## src/design/pvc_pkg.sv

```systemverilog
package pvc_pkg;

    localparam logic DIR_ENCODE = 1'b0;
    localparam logic DIR_DECODE = 1'b1;

    localparam int JOB_BITS = 40;

    typedef struct packed {
        logic [31:0] value_in;
        logic [7:0]  byte_in;
    } t_in_item;

    typedef struct packed {
        logic [7:0]  byte_out;
        logic [31:0] value_out;
        logic [2:0]  code_length;
        logic        last;
    } t_out_item;

    typedef struct packed {
        logic                decode;
        logic [2:0]          length;
        logic [JOB_BITS-1:0] data;
    } t_job;

endpackage

```

## src/design/pvc_front.sv

```systemverilog
module pvc_front import pvc_pkg::*; (
    input  logic     i_clk,
    input  logic     i_rst_n,
    input  logic     i_cfg_valid,
    input  logic     i_cfg_data,
    input  logic     i_accept,
    input  t_in_item i_item,
    output logic     o_job_valid,
    output t_job     o_job
);

    logic        r_dir;
    logic [2:0]  r_seen;
    logic [2:0]  r_need;
    logic [7:0]  r_lead;
    logic [31:0] r_acc;

    logic [2:0]  n_seen;
    logic [2:0]  n_need;
    logic [7:0]  n_lead;
    logic [31:0] n_acc;

    logic [31:0] w;
    logic [31:0] p;
    logic [2:0]  enc_len;
    logic [39:0] enc_data;

    logic [7:0]  b;
    logic [7:0]  hi;
    logic [31:0] base;
    logic [31:0] dec_word;
    logic        complete;

    always_comb begin
        w = i_item.value_in;
        p = ~w;
        if (w[31:29] == 3'd0) begin
            if (w[31:7] == 25'd0) begin
                enc_len  = 3'd1;
                enc_data = {w[7:0], 32'h0};
            end else if (w[31:13] == 19'd0) begin
                enc_len  = 3'd2;
                enc_data = {3'b100, w[12:0], 24'h0};
            end else if (w[31:21] == 11'd0) begin
                enc_len  = 3'd3;
                enc_data = {3'b101, w[20:0], 16'h0};
            end else begin
                enc_len  = 3'd4;
                enc_data = {3'b110, w[28:0], 8'h0};
            end
        end else begin
            if (p[31:11] == 21'd0) begin
                enc_len  = 3'd2;
                enc_data = {5'b11100, p[10:0], 24'h0};
            end else if (p[31:19] == 13'd0) begin
                enc_len  = 3'd3;
                enc_data = {5'b11101, p[18:0], 16'h0};
            end else if (p[31:27] == 5'd0) begin
                enc_len  = 3'd4;
                enc_data = {5'b11110, p[26:0], 8'h0};
            end else begin
                enc_len  = 3'd5;
                enc_data = {8'hf8, p};
            end
        end
    end

    always_comb begin
        b = i_item.byte_in;
        if (r_seen == 3'd0) begin
            n_lead = b;
            n_acc  = 32'h0;
            n_seen = 3'd1;
            if (!b[7]) begin
                n_need = 3'd1;
            end else begin
                unique case (b[6:5])
                    2'b00:   n_need = 3'd2;
                    2'b01:   n_need = 3'd3;
                    2'b10:   n_need = 3'd4;
                    default: n_need = {1'b0, b[4:3]} + 3'd2;
                endcase
            end
        end else begin
            n_lead = r_lead;
            n_acc  = {r_acc[23:0], b};
            n_seen = r_seen + 3'd1;
            n_need = r_need;
        end
        complete = (n_seen >= n_need);

        hi = (n_lead[6:5] == 2'b11) ? {5'd0, n_lead[2:0]} : {3'd0, n_lead[4:0]};
        unique case (n_need)
            3'd2:    base = {16'h0, hi, n_acc[7:0]};
            3'd3:    base = {8'h0, hi, n_acc[15:0]};
            3'd4:    base = {hi, n_acc[23:0]};
            default: base = 32'h0;
        endcase
        unique case (n_need)
            3'd1:    dec_word = {24'h0, n_lead};
            3'd5:    dec_word = ~n_acc;
            3'd2, 3'd3, 3'd4: begin
                dec_word = (n_lead[6:5] == 2'b11) ? ~base : base;
            end
            default: dec_word = {24'h0, n_lead};
        endcase
    end

    always_ff @(posedge i_clk) begin
        if (!i_rst_n) begin
            r_dir  <= DIR_ENCODE;
            r_seen <= 3'd0;
            r_need <= 3'd0;
            r_lead <= 8'h0;
            r_acc  <= 32'h0;
        end else if (i_cfg_valid) begin
            r_dir  <= i_cfg_data;
            r_seen <= 3'd0;
            r_need <= 3'd0;
            r_lead <= 8'h0;
            r_acc  <= 32'h0;
        end else if (i_accept && r_dir == DIR_DECODE) begin
            if (complete) begin
                r_seen <= 3'd0;
                r_need <= 3'd0;
                r_lead <= 8'h0;
                r_acc  <= 32'h0;
            end else begin
                r_seen <= n_seen;
                r_need <= n_need;
                r_lead <= n_lead;
                r_acc  <= n_acc;
            end
        end
    end

    assign o_job_valid = i_accept && (r_dir == DIR_ENCODE || complete);

    always_comb begin
        if (r_dir == DIR_DECODE) begin
            o_job.decode = 1'b1;
            o_job.length = n_need;
            o_job.data   = {8'h0, dec_word};
        end else begin
            o_job.decode = 1'b0;
            o_job.length = enc_len;
            o_job.data   = enc_data;
        end
    end

endmodule

```

## src/design/pvc_queue.sv

```systemverilog
module pvc_queue import pvc_pkg::*; #(
    parameter int DEPTH = 2
) (
    input  logic i_clk,
    input  logic i_rst_n,
    input  logic i_push,
    input  t_job i_data,
    output logic o_full,
    input  logic i_pop,
    output logic o_empty,
    output t_job o_data
);

    localparam int PW = (DEPTH > 1) ? $clog2(DEPTH) : 1;
    localparam int CW = $clog2(DEPTH + 1);
    localparam logic [PW-1:0] LAST_PTR = PW'(DEPTH - 1);
    localparam logic [CW-1:0] FULL_CNT = CW'(DEPTH);

    t_job          r_mem [DEPTH];
    logic [PW-1:0] r_wr;
    logic [PW-1:0] r_rd;
    logic [CW-1:0] r_cnt;

    logic do_push;
    logic do_pop;

    assign o_full  = (r_cnt == FULL_CNT);
    assign o_empty = (r_cnt == '0);
    assign do_push = i_push && !o_full;
    assign do_pop  = i_pop && !o_empty;
    assign o_data  = r_mem[r_rd];

    always_ff @(posedge i_clk) begin
        if (do_push) begin
            r_mem[r_wr] <= i_data;
        end
    end

    always_ff @(posedge i_clk) begin
        if (!i_rst_n) begin
            r_wr  <= '0;
            r_rd  <= '0;
            r_cnt <= '0;
        end else begin
            if (do_push) begin
                r_wr <= (r_wr == LAST_PTR) ? '0 : r_wr + PW'(1);
            end
            if (do_pop) begin
                r_rd <= (r_rd == LAST_PTR) ? '0 : r_rd + PW'(1);
            end
            if (do_push && !do_pop) begin
                r_cnt <= r_cnt + CW'(1);
            end else if (do_pop && !do_push) begin
                r_cnt <= r_cnt - CW'(1);
            end
        end
    end

endmodule

```

## src/design/pvc_back.sv

```systemverilog
module pvc_back import pvc_pkg::*; (
    input  logic      i_clk,
    input  logic      i_rst_n,
    input  logic      i_job_valid,
    input  t_job      i_job,
    output logic      o_job_pop,
    input  logic      i_pop,
    output logic      o_empty,
    output t_out_item o_out
);

    logic                r_busy;
    logic                r_dec;
    logic [2:0]          r_len;
    logic [2:0]          r_left;
    logic [JOB_BITS-1:0] r_cur;

    logic finish;
    logic load;

    assign finish    = r_busy && i_pop && (r_dec || r_left == 3'd1);
    assign load      = i_job_valid && (!r_busy || finish);
    assign o_job_pop = load;
    assign o_empty   = !r_busy;

    always_ff @(posedge i_clk) begin
        if (!i_rst_n) begin
            r_busy <= 1'b0;
            r_left <= 3'd0;
        end else if (load) begin
            r_busy <= 1'b1;
            r_left <= i_job.length;
        end else if (finish) begin
            r_busy <= 1'b0;
        end else if (r_busy && i_pop) begin
            r_left <= r_left - 3'd1;
        end
    end

    always_ff @(posedge i_clk) begin
        if (load) begin
            r_dec <= i_job.decode;
            r_len <= i_job.length;
            r_cur <= i_job.data;
        end else if (r_busy && i_pop) begin
            r_cur <= {r_cur[JOB_BITS-9:0], 8'h0};
        end
    end

    always_comb begin
        o_out.byte_out    = r_dec ? 8'h0 : r_cur[JOB_BITS-1 -: 8];
        o_out.value_out   = r_dec ? r_cur[31:0] : 32'h0;
        o_out.code_length = r_len;
        o_out.last        = r_dec || (r_left == 3'd1);
    end

endmodule

```

## src/design/prefix_varint_codec.sv

```systemverilog
// A job is registered in the queue at the accepting edge, then loaded into the byte serializer that shows the result.
// Throughput: one beat per cycle on each side while the queue is not full and results are popped;
// the byte serializer sends an encoded word one code byte per pop.
// Decoding takes one byte per cycle while the queue is not full; a word is queued with the final byte of its run.
// Reset: synchronous, active low; clears direction to encode, decode state, the job queue and the serializer.
module prefix_varint_codec import pvc_pkg::*; #(
    parameter int QUEUE_DEPTH = 2
) (
    input  logic      i_clk,
    input  logic      i_rst_n,
    input  logic      i_cfg_valid,
    output logic      o_cfg_ready,
    input  logic      i_cfg_data,
    input  logic      i_push,
    output logic      o_full,
    input  t_in_item  i_in,
    output logic      o_empty,
    input  logic      i_pop,
    output t_out_item o_out
);

    logic accept;
    logic cfg_write;
    logic job_valid;
    t_job job_in;
    logic q_empty;
    logic q_pop;
    t_job job_out;

    assign o_cfg_ready = 1'b1;
    assign cfg_write   = i_cfg_valid && o_cfg_ready;
    assign accept      = i_push && !o_full;

    pvc_front u_front (
        .i_clk       (i_clk),
        .i_rst_n     (i_rst_n),
        .i_cfg_valid (cfg_write),
        .i_cfg_data  (i_cfg_data),
        .i_accept    (accept),
        .i_item      (i_in),
        .o_job_valid (job_valid),
        .o_job       (job_in)
    );

    pvc_queue #(
        .DEPTH (QUEUE_DEPTH)
    ) u_queue (
        .i_clk   (i_clk),
        .i_rst_n (i_rst_n),
        .i_push  (job_valid),
        .i_data  (job_in),
        .o_full  (o_full),
        .i_pop   (q_pop),
        .o_empty (q_empty),
        .o_data  (job_out)
    );

    pvc_back u_back (
        .i_clk       (i_clk),
        .i_rst_n     (i_rst_n),
        .i_job_valid (!q_empty),
        .i_job       (job_out),
        .o_job_pop   (q_pop),
        .i_pop       (i_pop),
        .o_empty     (o_empty),
        .o_out       (o_out)
    );

    a_len_range: assert property (@(posedge i_clk) disable iff (!i_rst_n)
        !o_empty |-> (o_out.code_length >= 3'd1 && o_out.code_length <= 3'd5))
        else $error("result code length out of range");

    a_mid_run_encode: assert property (@(posedge i_clk) disable iff (!i_rst_n)
        (!o_empty && !o_out.last) |-> (o_out.value_out == 32'h0 && o_out.code_length >= 3'd2))
        else $error("non-final beat not part of an encoded run");

    a_run_continues: assert property (@(posedge i_clk) disable iff (!i_rst_n)
        (!o_empty && i_pop && !o_out.last) |=> (!o_empty && $stable(o_out.code_length)))
        else $error("encoded run broken before its final byte");

endmodule

```

## config.mk

```make
export PLATFORM = sky130hd
export DESIGN_NAME = prefix_varint_codec
export DESIGN_NICKNAME = d
export VERILOG_FILES = /design/src/design/pvc_pkg.sv /design/src/design/pvc_front.sv /design/src/design/pvc_queue.sv /design/src/design/pvc_back.sv /design/src/design/prefix_varint_codec.sv
export SDC_FILE = /design/constraint.sdc
export NUM_CORES = 1
export LEC_CHECK = 0
export ABC_AREA = 0
export BUFFER_PORTS_ARGS = -buffer_cell sky130_fd_sc_hd__buf_2
export CELL_PAD_IN_SITES_DETAIL_PLACEMENT = 0
export CELL_PAD_IN_SITES_GLOBAL_PLACEMENT = 1
export CORE_MARGIN = 5
export CORE_UTILIZATION = 47
export DETAILED_ROUTE_END_ITERATION = 8
export GPL_TIMING_DRIVEN = 1
export PLACE_DENSITY = 0.89
export SLEW_MARGIN = 40
export SYNTH_ARGS = -nofsm -noshare
export SYNTH_HDL_FRONTEND = slang
export SYNTH_SLANG_ARGS = --single-unit
```

## constraint.sdc

```tcl
create_clock -name i_clk -period 5.1 [get_ports i_clk]
set_input_delay 0.51 -clock i_clk [delete_from_list [all_inputs] [get_ports i_clk]]
set_output_delay 0.51 -clock i_clk [all_outputs]
set_load 0.01 [all_outputs]
```

# Yosys cells after proc, flatten, opt, wreduce, memory -nomap -nowiden
# Memory sizes are Yosys's and may differ from the RTL's. A register that Yosys moved wholly into a read port is not among the register bits.
# Cells that the tools add are included.
# totals
register_bits,91
latch_bits,0
mem_bits_rw,88
mem_bits_ro,0
input_bits,46
mem_count,1
# mem_list
name,depth,width,rd,rd_clocked_by_memory_dff,write_ports,line,text
u_queue.r_mem,2,44,1,1,1,pvc_queue.sv:19,t_job r_mem [DEPTH];
# op_classes
addsub,7
multipliers,0
n_div,0
n_lt_le_gt_ge,1
eq_ne,10
n_shift,0
mux,46
bitwise,5
reduce_logical,34
# op_table
op,n
$mux W40,7
$mux W32,3
$not A32 Y32,3
$pmux W32 S3,1
$pmux W32 S2,1
$mux W44,1
$mux W3,14
$mux W39,1
$mux W36,1
$logic_not A25 Y1,1
$mux W24,1
$mux W8,3
$logic_not A21 Y1,1
$logic_not A19 Y1,1
$logic_not A13 Y1,1
$logic_not A11 Y1,1
$logic_and A1 B1 Y1,10
$mux W1,9
$pmux W3 S3,1
$eq A2 B2 Y1 const B,3
$eq A3 B2 Y1 const B,2
$eq A3 B3 Y1 const B,2
$logic_not A3 Y1,2
$reduce_bool A2 Y1,3
20 further kinds,30

# Depth between registers and ports, before layout
# logic_depth
word_depth,12
mapped_depth,18

# Hierarchy
# Synthesis repeated with hierarchy kept, for this count alone.
# unflattened
hier_cells,1068
area_unflattened_um2,10139.7
# by_module_without_submodules
mod,n_inst,cells_each,area_each_um2,seq_area_each_um2
pvc_front,1,666,4366.7,780.7
pvc_queue,1,162,3407.0,2742.6
pvc_back,1,236,2337.2,1401.3
prefix_varint_codec,1,4,28.8,0.0

# Least setup slack after synthesis
# Ideal clock, no wire load.
# synth_path
kind,register to register
startpoint,reg u_front.r_seen[0]
endpoint,mem u_queue.r_mem[0][0] in the netlist's numbering (enable)
setup_ps,446
arrival_ps,3952
required_time_ps,4654
slack_ps,702
path_stages_with_launch,15
path_buffers,3
cell_sequence,dfxtp_1 > inv_1 > ha_1 > nand2b_1 > buf_4 > buf_2 > buf_1 > nand2_1 > inv_1 > ha_1 > nand2b_1 > a21o_1 > a211o_1 > nand3_1 > nor2_1
# synth_between
elab_chain_len,8
# synth_rtl
element,line,text
start: declaration,pvc_front.sv:13,logic [2:0] r_seen;
start signal: assignment,pvc_front.sv:129,r_seen <= n_seen;
$add A3 B1 Y3 / $logic_not A3 Y1 (equally long branches),"pvc_front.sv:87, pvc_front.sv:70",
$mux W3,pvc_front.sv:70,if (r_seen == 3'd0) begin
$ge A3 B3 Y1 (*),pvc_front.sv:90,complete = (n_seen >= n_need);
$logic_or A1 B1 Y1 (*),pvc_front.sv:137,assign o_job_valid = i_accept && (r_dir == DIR_ENCODE || complete);
$logic_and A1 B1 Y1 (*),pvc_front.sv:137,
$logic_and A1 B1 Y1 (*),pvc_queue.sv:29,assign do_push = i_push && !o_full;
$mux W1 (*),pvc_queue.sv:34,if (do_push) begin
$mux W1 (not written as such) (*),pvc_queue.sv:35,r_mem[r_wr] <= i_data;
end: declaration,pvc_queue.sv:19,
# Mark *: on every way between the ends. The rest lies on a longest branch, timed or not.

# Final worst setup path
# layout_path
startpoint,reg u_front.r_seen[0]
endpoint,mem u_queue.r_mem[1][43] in the netlist's numbering (enable)
# layout_between
elab_chain_len,8
# layout_rtl
element,line,text
$add A3 B1 Y3 / $logic_not A3 Y1 (equally long branches),"pvc_front.sv:87, pvc_front.sv:70",
$mux W3,pvc_front.sv:70,
$ge A3 B3 Y1 (*),pvc_front.sv:90,
$logic_or A1 B1 Y1 (*),pvc_front.sv:137,
$logic_and A1 B1 Y1 (*),pvc_front.sv:137,
$logic_and A1 B1 Y1 (*),pvc_queue.sv:29,
named net u_queue.do_push,pvc_queue.sv:24,logic do_push;
$mux W1 (*),pvc_queue.sv:34,
$mux W1 (not written as such) (*),pvc_queue.sv:35,
# Mark *: on every way through the listed nets, which the timed path passes. The rest lies on a longest branch.

==> flow_metrics.env <==
export IMPL_status="finished, final reports clean"
export IMPL_rr_worst_depth=12
export IMPL_clk_latency_ps=430
export IMPL_setup_viol=0
export IMPL_async_reset_ff_share_pct=0
export IMPL_cts_setup_buffers=0
export IMPL_track_usage_pct=23.4
export IMPL_hold_path_class="primary input to flop"
export IMPL_peakVddDrop_mv=0.311
export IMPL_area_delta_synth_final_pct=12.6
export IMPL_synth_top_area_cell="edfxtp_1"
export IMPL_synthAdderAreaFrac_pct=1.01
export IMPL_avgViaCountPerCell=6.12
export IMPL_initial_core_util_pct=47.3
export IMPL_synth_distinct_cells=77
export IMPL_worst_pin_slew_ps=837
export IMPL_dpl_hpwl_um=20300
export IMPL_whs_ps=345
export IMPL_synthTopCellsByArea="edfxtp_1, dfxtp_1, mux2i_1"
export IMPL_fmaxAchievable_ghz=0.268
export IMPL_reg2reg_to="u_queue.r_mem[1][43]"
export IMPL_clock_skew_ps=10.6
export IMPL_yosys_register_bits=180
export IMPL_synthFlopType="edfxtp_1"
export IMPL_totalPowerFinal_w=0.00522
export IMPL_critPathSlowestCell="and2_2"
export IMPL_synth_edff_count=132
export IMPL_netlist_area_sq_um=9890
export IMPL_cts_root_buffer="clkbuf_16"
export IMPL_drt_initial_drc_count=1059
export IMPL_crit_chain="inv_1 > ha_1 > and3b_1 > a21boi_2 > a21oi_2 > ha_1 > a21o_1 > a211o_1 > nand3_1 > inv_1 > and2_2 > buf_4"
export IMPL_synthSimpleGateAreaFrac_pct=16.7
export IMPL_r2r_start="u_front.r_seen[0]"
export IMPL_final_layout_size_suffix_gt1_share_pct=15.8
export IMPL_end_kind="flop"
export IMPL_yosys_cell_count_top_type="edfxtp_1"
export IMPL_wire_per_inst_um=21.1
export IMPL_drc=0
export IMPL_die_area_sq_um=24000
export IMPL_arrival_ps=3820
export IMPL_grt_max_degree=74
export IMPL_p_leak_nw=4.04
export IMPL_crit_type="flop to flop"
export IMPL_cts_max_path_buffers=2
export IMPL_first_pass_iters=5
export IMPL_ff2ff_setup_slack_ps=1370
export IMPL_die_width_um=155
export IMPL_critPathMaxFanout=27
export IMPL_fin_crit_ps=3730
export IMPL_die_h_um=155
export IMPL_h_tree_depth=4
export IMPL_max_slew_margin_rel_pct=44.2
export IMPL_ant_nets=0
export IMPL_syn_inst=1014
export IMPL_synth_top_family_by_area="compound AO/OA/AOI/OAI gates"
export IMPL_postRouteWirelength_um=28400
export IMPL_path_clk_slew_ps=70
export IMPL_p_per_area_nw_per_um2=469
export IMPL_place_gp_congestion=0.960
export IMPL_ys_seq_area_share_pct=49.8
export IMPL_final_area_sq_um=11100
export IMPL_cap_violations=0
export IMPL_cts_repair_resized=0
export IMPL_cts_sinks=180
export IMPL_nets=1113
export IMPL_synth_mux_area_share_pct=6.85
export IMPL_fp_coreArea_sq_um=20900
export IMPL_vias=8244
export IMPL_synthXorXnorAreaFrac_pct=0.709
export IMPL_fin_crit_sh_pct=73.1
export IMPL_grt_pass1_vias=7442
export IMPL_max_stage_delay_ps=440
export IMPL_grt_overflow_total=0
export IMPL_yosys_warnings=0
export IMPL_critPathLaunch="u_front.r_seen[0]"
export IMPL_cts_tree="built"
export IMPL_cp_required_ps=5200
export IMPL_rsz0062_at_grt="false"
export IMPL_critPathCapture="u_queue.r_mem[1][43]"
export IMPL_rows=53
export IMPL_fin_setup_tns_ps=0
export IMPL_pin_count=93
export IMPL_cts_buffers=17
export IMPL_grt_first_pass_wirelength_um=43800
export IMPL_postCtsHoldBufs=0
export IMPL_numPortBuffers=91
export IMPL_synth_commonest_cells="edfxtp_1, nor2_1, nand2_1"
export IMPL_antenna_found_initial=1
export IMPL_place_area_sq_um=10500
export IMPL_startpoint_type="flop"
export IMPL_finalMaxSlewViolations=0
export IMPL_synth_nets=1068
export IMPL_synth_compound_area_share_pct=20.4
export IMPL_hold_viol=0
export IMPL_syn_avg_cell_area_sq_um=9.75
export IMPL_synth_top_area_share_pct=40.1
power breakdown:
group	switching, W	total, W	internal (W)
clock	0.000598	0.00144	0.000838
combinational	0.000979	0.00156	0.000578
sequential	0.000156	0.00223	0.00207
total	0.00173	0.00522	0.00349
layout by cell type, fill, tap and decap left out, drive strengths merged, types with 15 or more instances in the layout:
cell / n
and2: 45
edfxtp: 132
o21ai: 83
nor2b: 15
nand2: 106
nand3: 23
a211oi: 16
dfxtp: 48
a21oi: 57
a22oi: 34
clkbuf: 17
buf: 105
nor2: 114
inv: 28
mux2i: 59
cell families (layout without fill, tap and decap cells):
family	count (synthesis)	in the layout
mux	66	66
fa+ha+maj	8	8
xor+xnor	8	8
other cells	1	2
buf+inv	102	160
simple gates	352	352
compound gates	297	297
flops	180	180
flip-flops by register name, summed over array words and instances, names as in the netlist, named ones only:
| name | cells |
|---|---|
| u_back.r_len | 3 |
| u_queue.r_rd | 1 |
| u_back.r_busy | 1 |
| u_front.r_seen | 3 |
| u_queue.r_wr | 1 |
| u_queue.r_cnt | 2 |
| u_front.r_need | 3 |
| u_queue.r_mem | 88 |
| u_back.r_left | 3 |
| u_front.r_dir | 1 |
| u_back.r_cur | 40 |
| u_front.r_lead | 8 |
| u_front.r_acc | 24 |
| u_back.r_dec | 1 |
how the worst min path moves through the flow:
stage	depth (start not counted)	endpoint	from
finish	3	u_front.r_dir	i_cfg_data
global route	3	u_front.r_acc[7]	i_in[7]
CTS	3	u_front.r_dir	i_cfg_data
detailed placement	2	u_front.r_acc[20]	u_front.r_acc[20]
global placement	2	u_front.r_acc[8]	u_front.r_acc[8]
floorplan	0	u_queue.r_mem[0][43]	u_front.r_dir
metal layers:
layer	track usage [%]	vias to the layer above	share of wire [%]
met1	34.0	3917	43
met2	35.2	419	45
li1	-	3840	-
met5	0	-	0
met4	9.71	0	3.6
met3	3.53	68	8.8
cell type report:
class / instances / area [sq um]
fillers: 1870 / 9750
flip-flops and latches: 180 / 4930
multi-input cells: 732 / 4560
repair buffers: 105 / 564
clock buffers: 17 / 425
well taps: 275 / 344
clock inverters: 15 / 224
inverters: 23 / 86.3
diodes: 1 / 2.50
per-stage QoR:
| stage | std cells | worst slack (ps) | utilization [%] |
|---|---|---|---|
| 2_1_floorplan | 1014 | 702 | - |
| 3_5_place_dp | 1315 | 1400 | 50.2 |
| 3_3_place_gp | 1314 | 1530 | 50.1 |
| 6_report | 1348 | 1370 | 53.3 |
| 5_1_grt | 1347 | 1160 | 53.3 |
| 4_1_cts | 1347 | 1380 | 53.3 |
critical path, delay by kind of cell (launching register included):
family                   cells  cell delay (ps)
AND/OR/NAND/NOR              3             1020
adder cells (fa/ha/maj)      2              530
buffers and inverters        3              630
flip-flops                   1              340
AO/OA/AOI/OAI                4              860
Power figures use the tool's default switching activity.
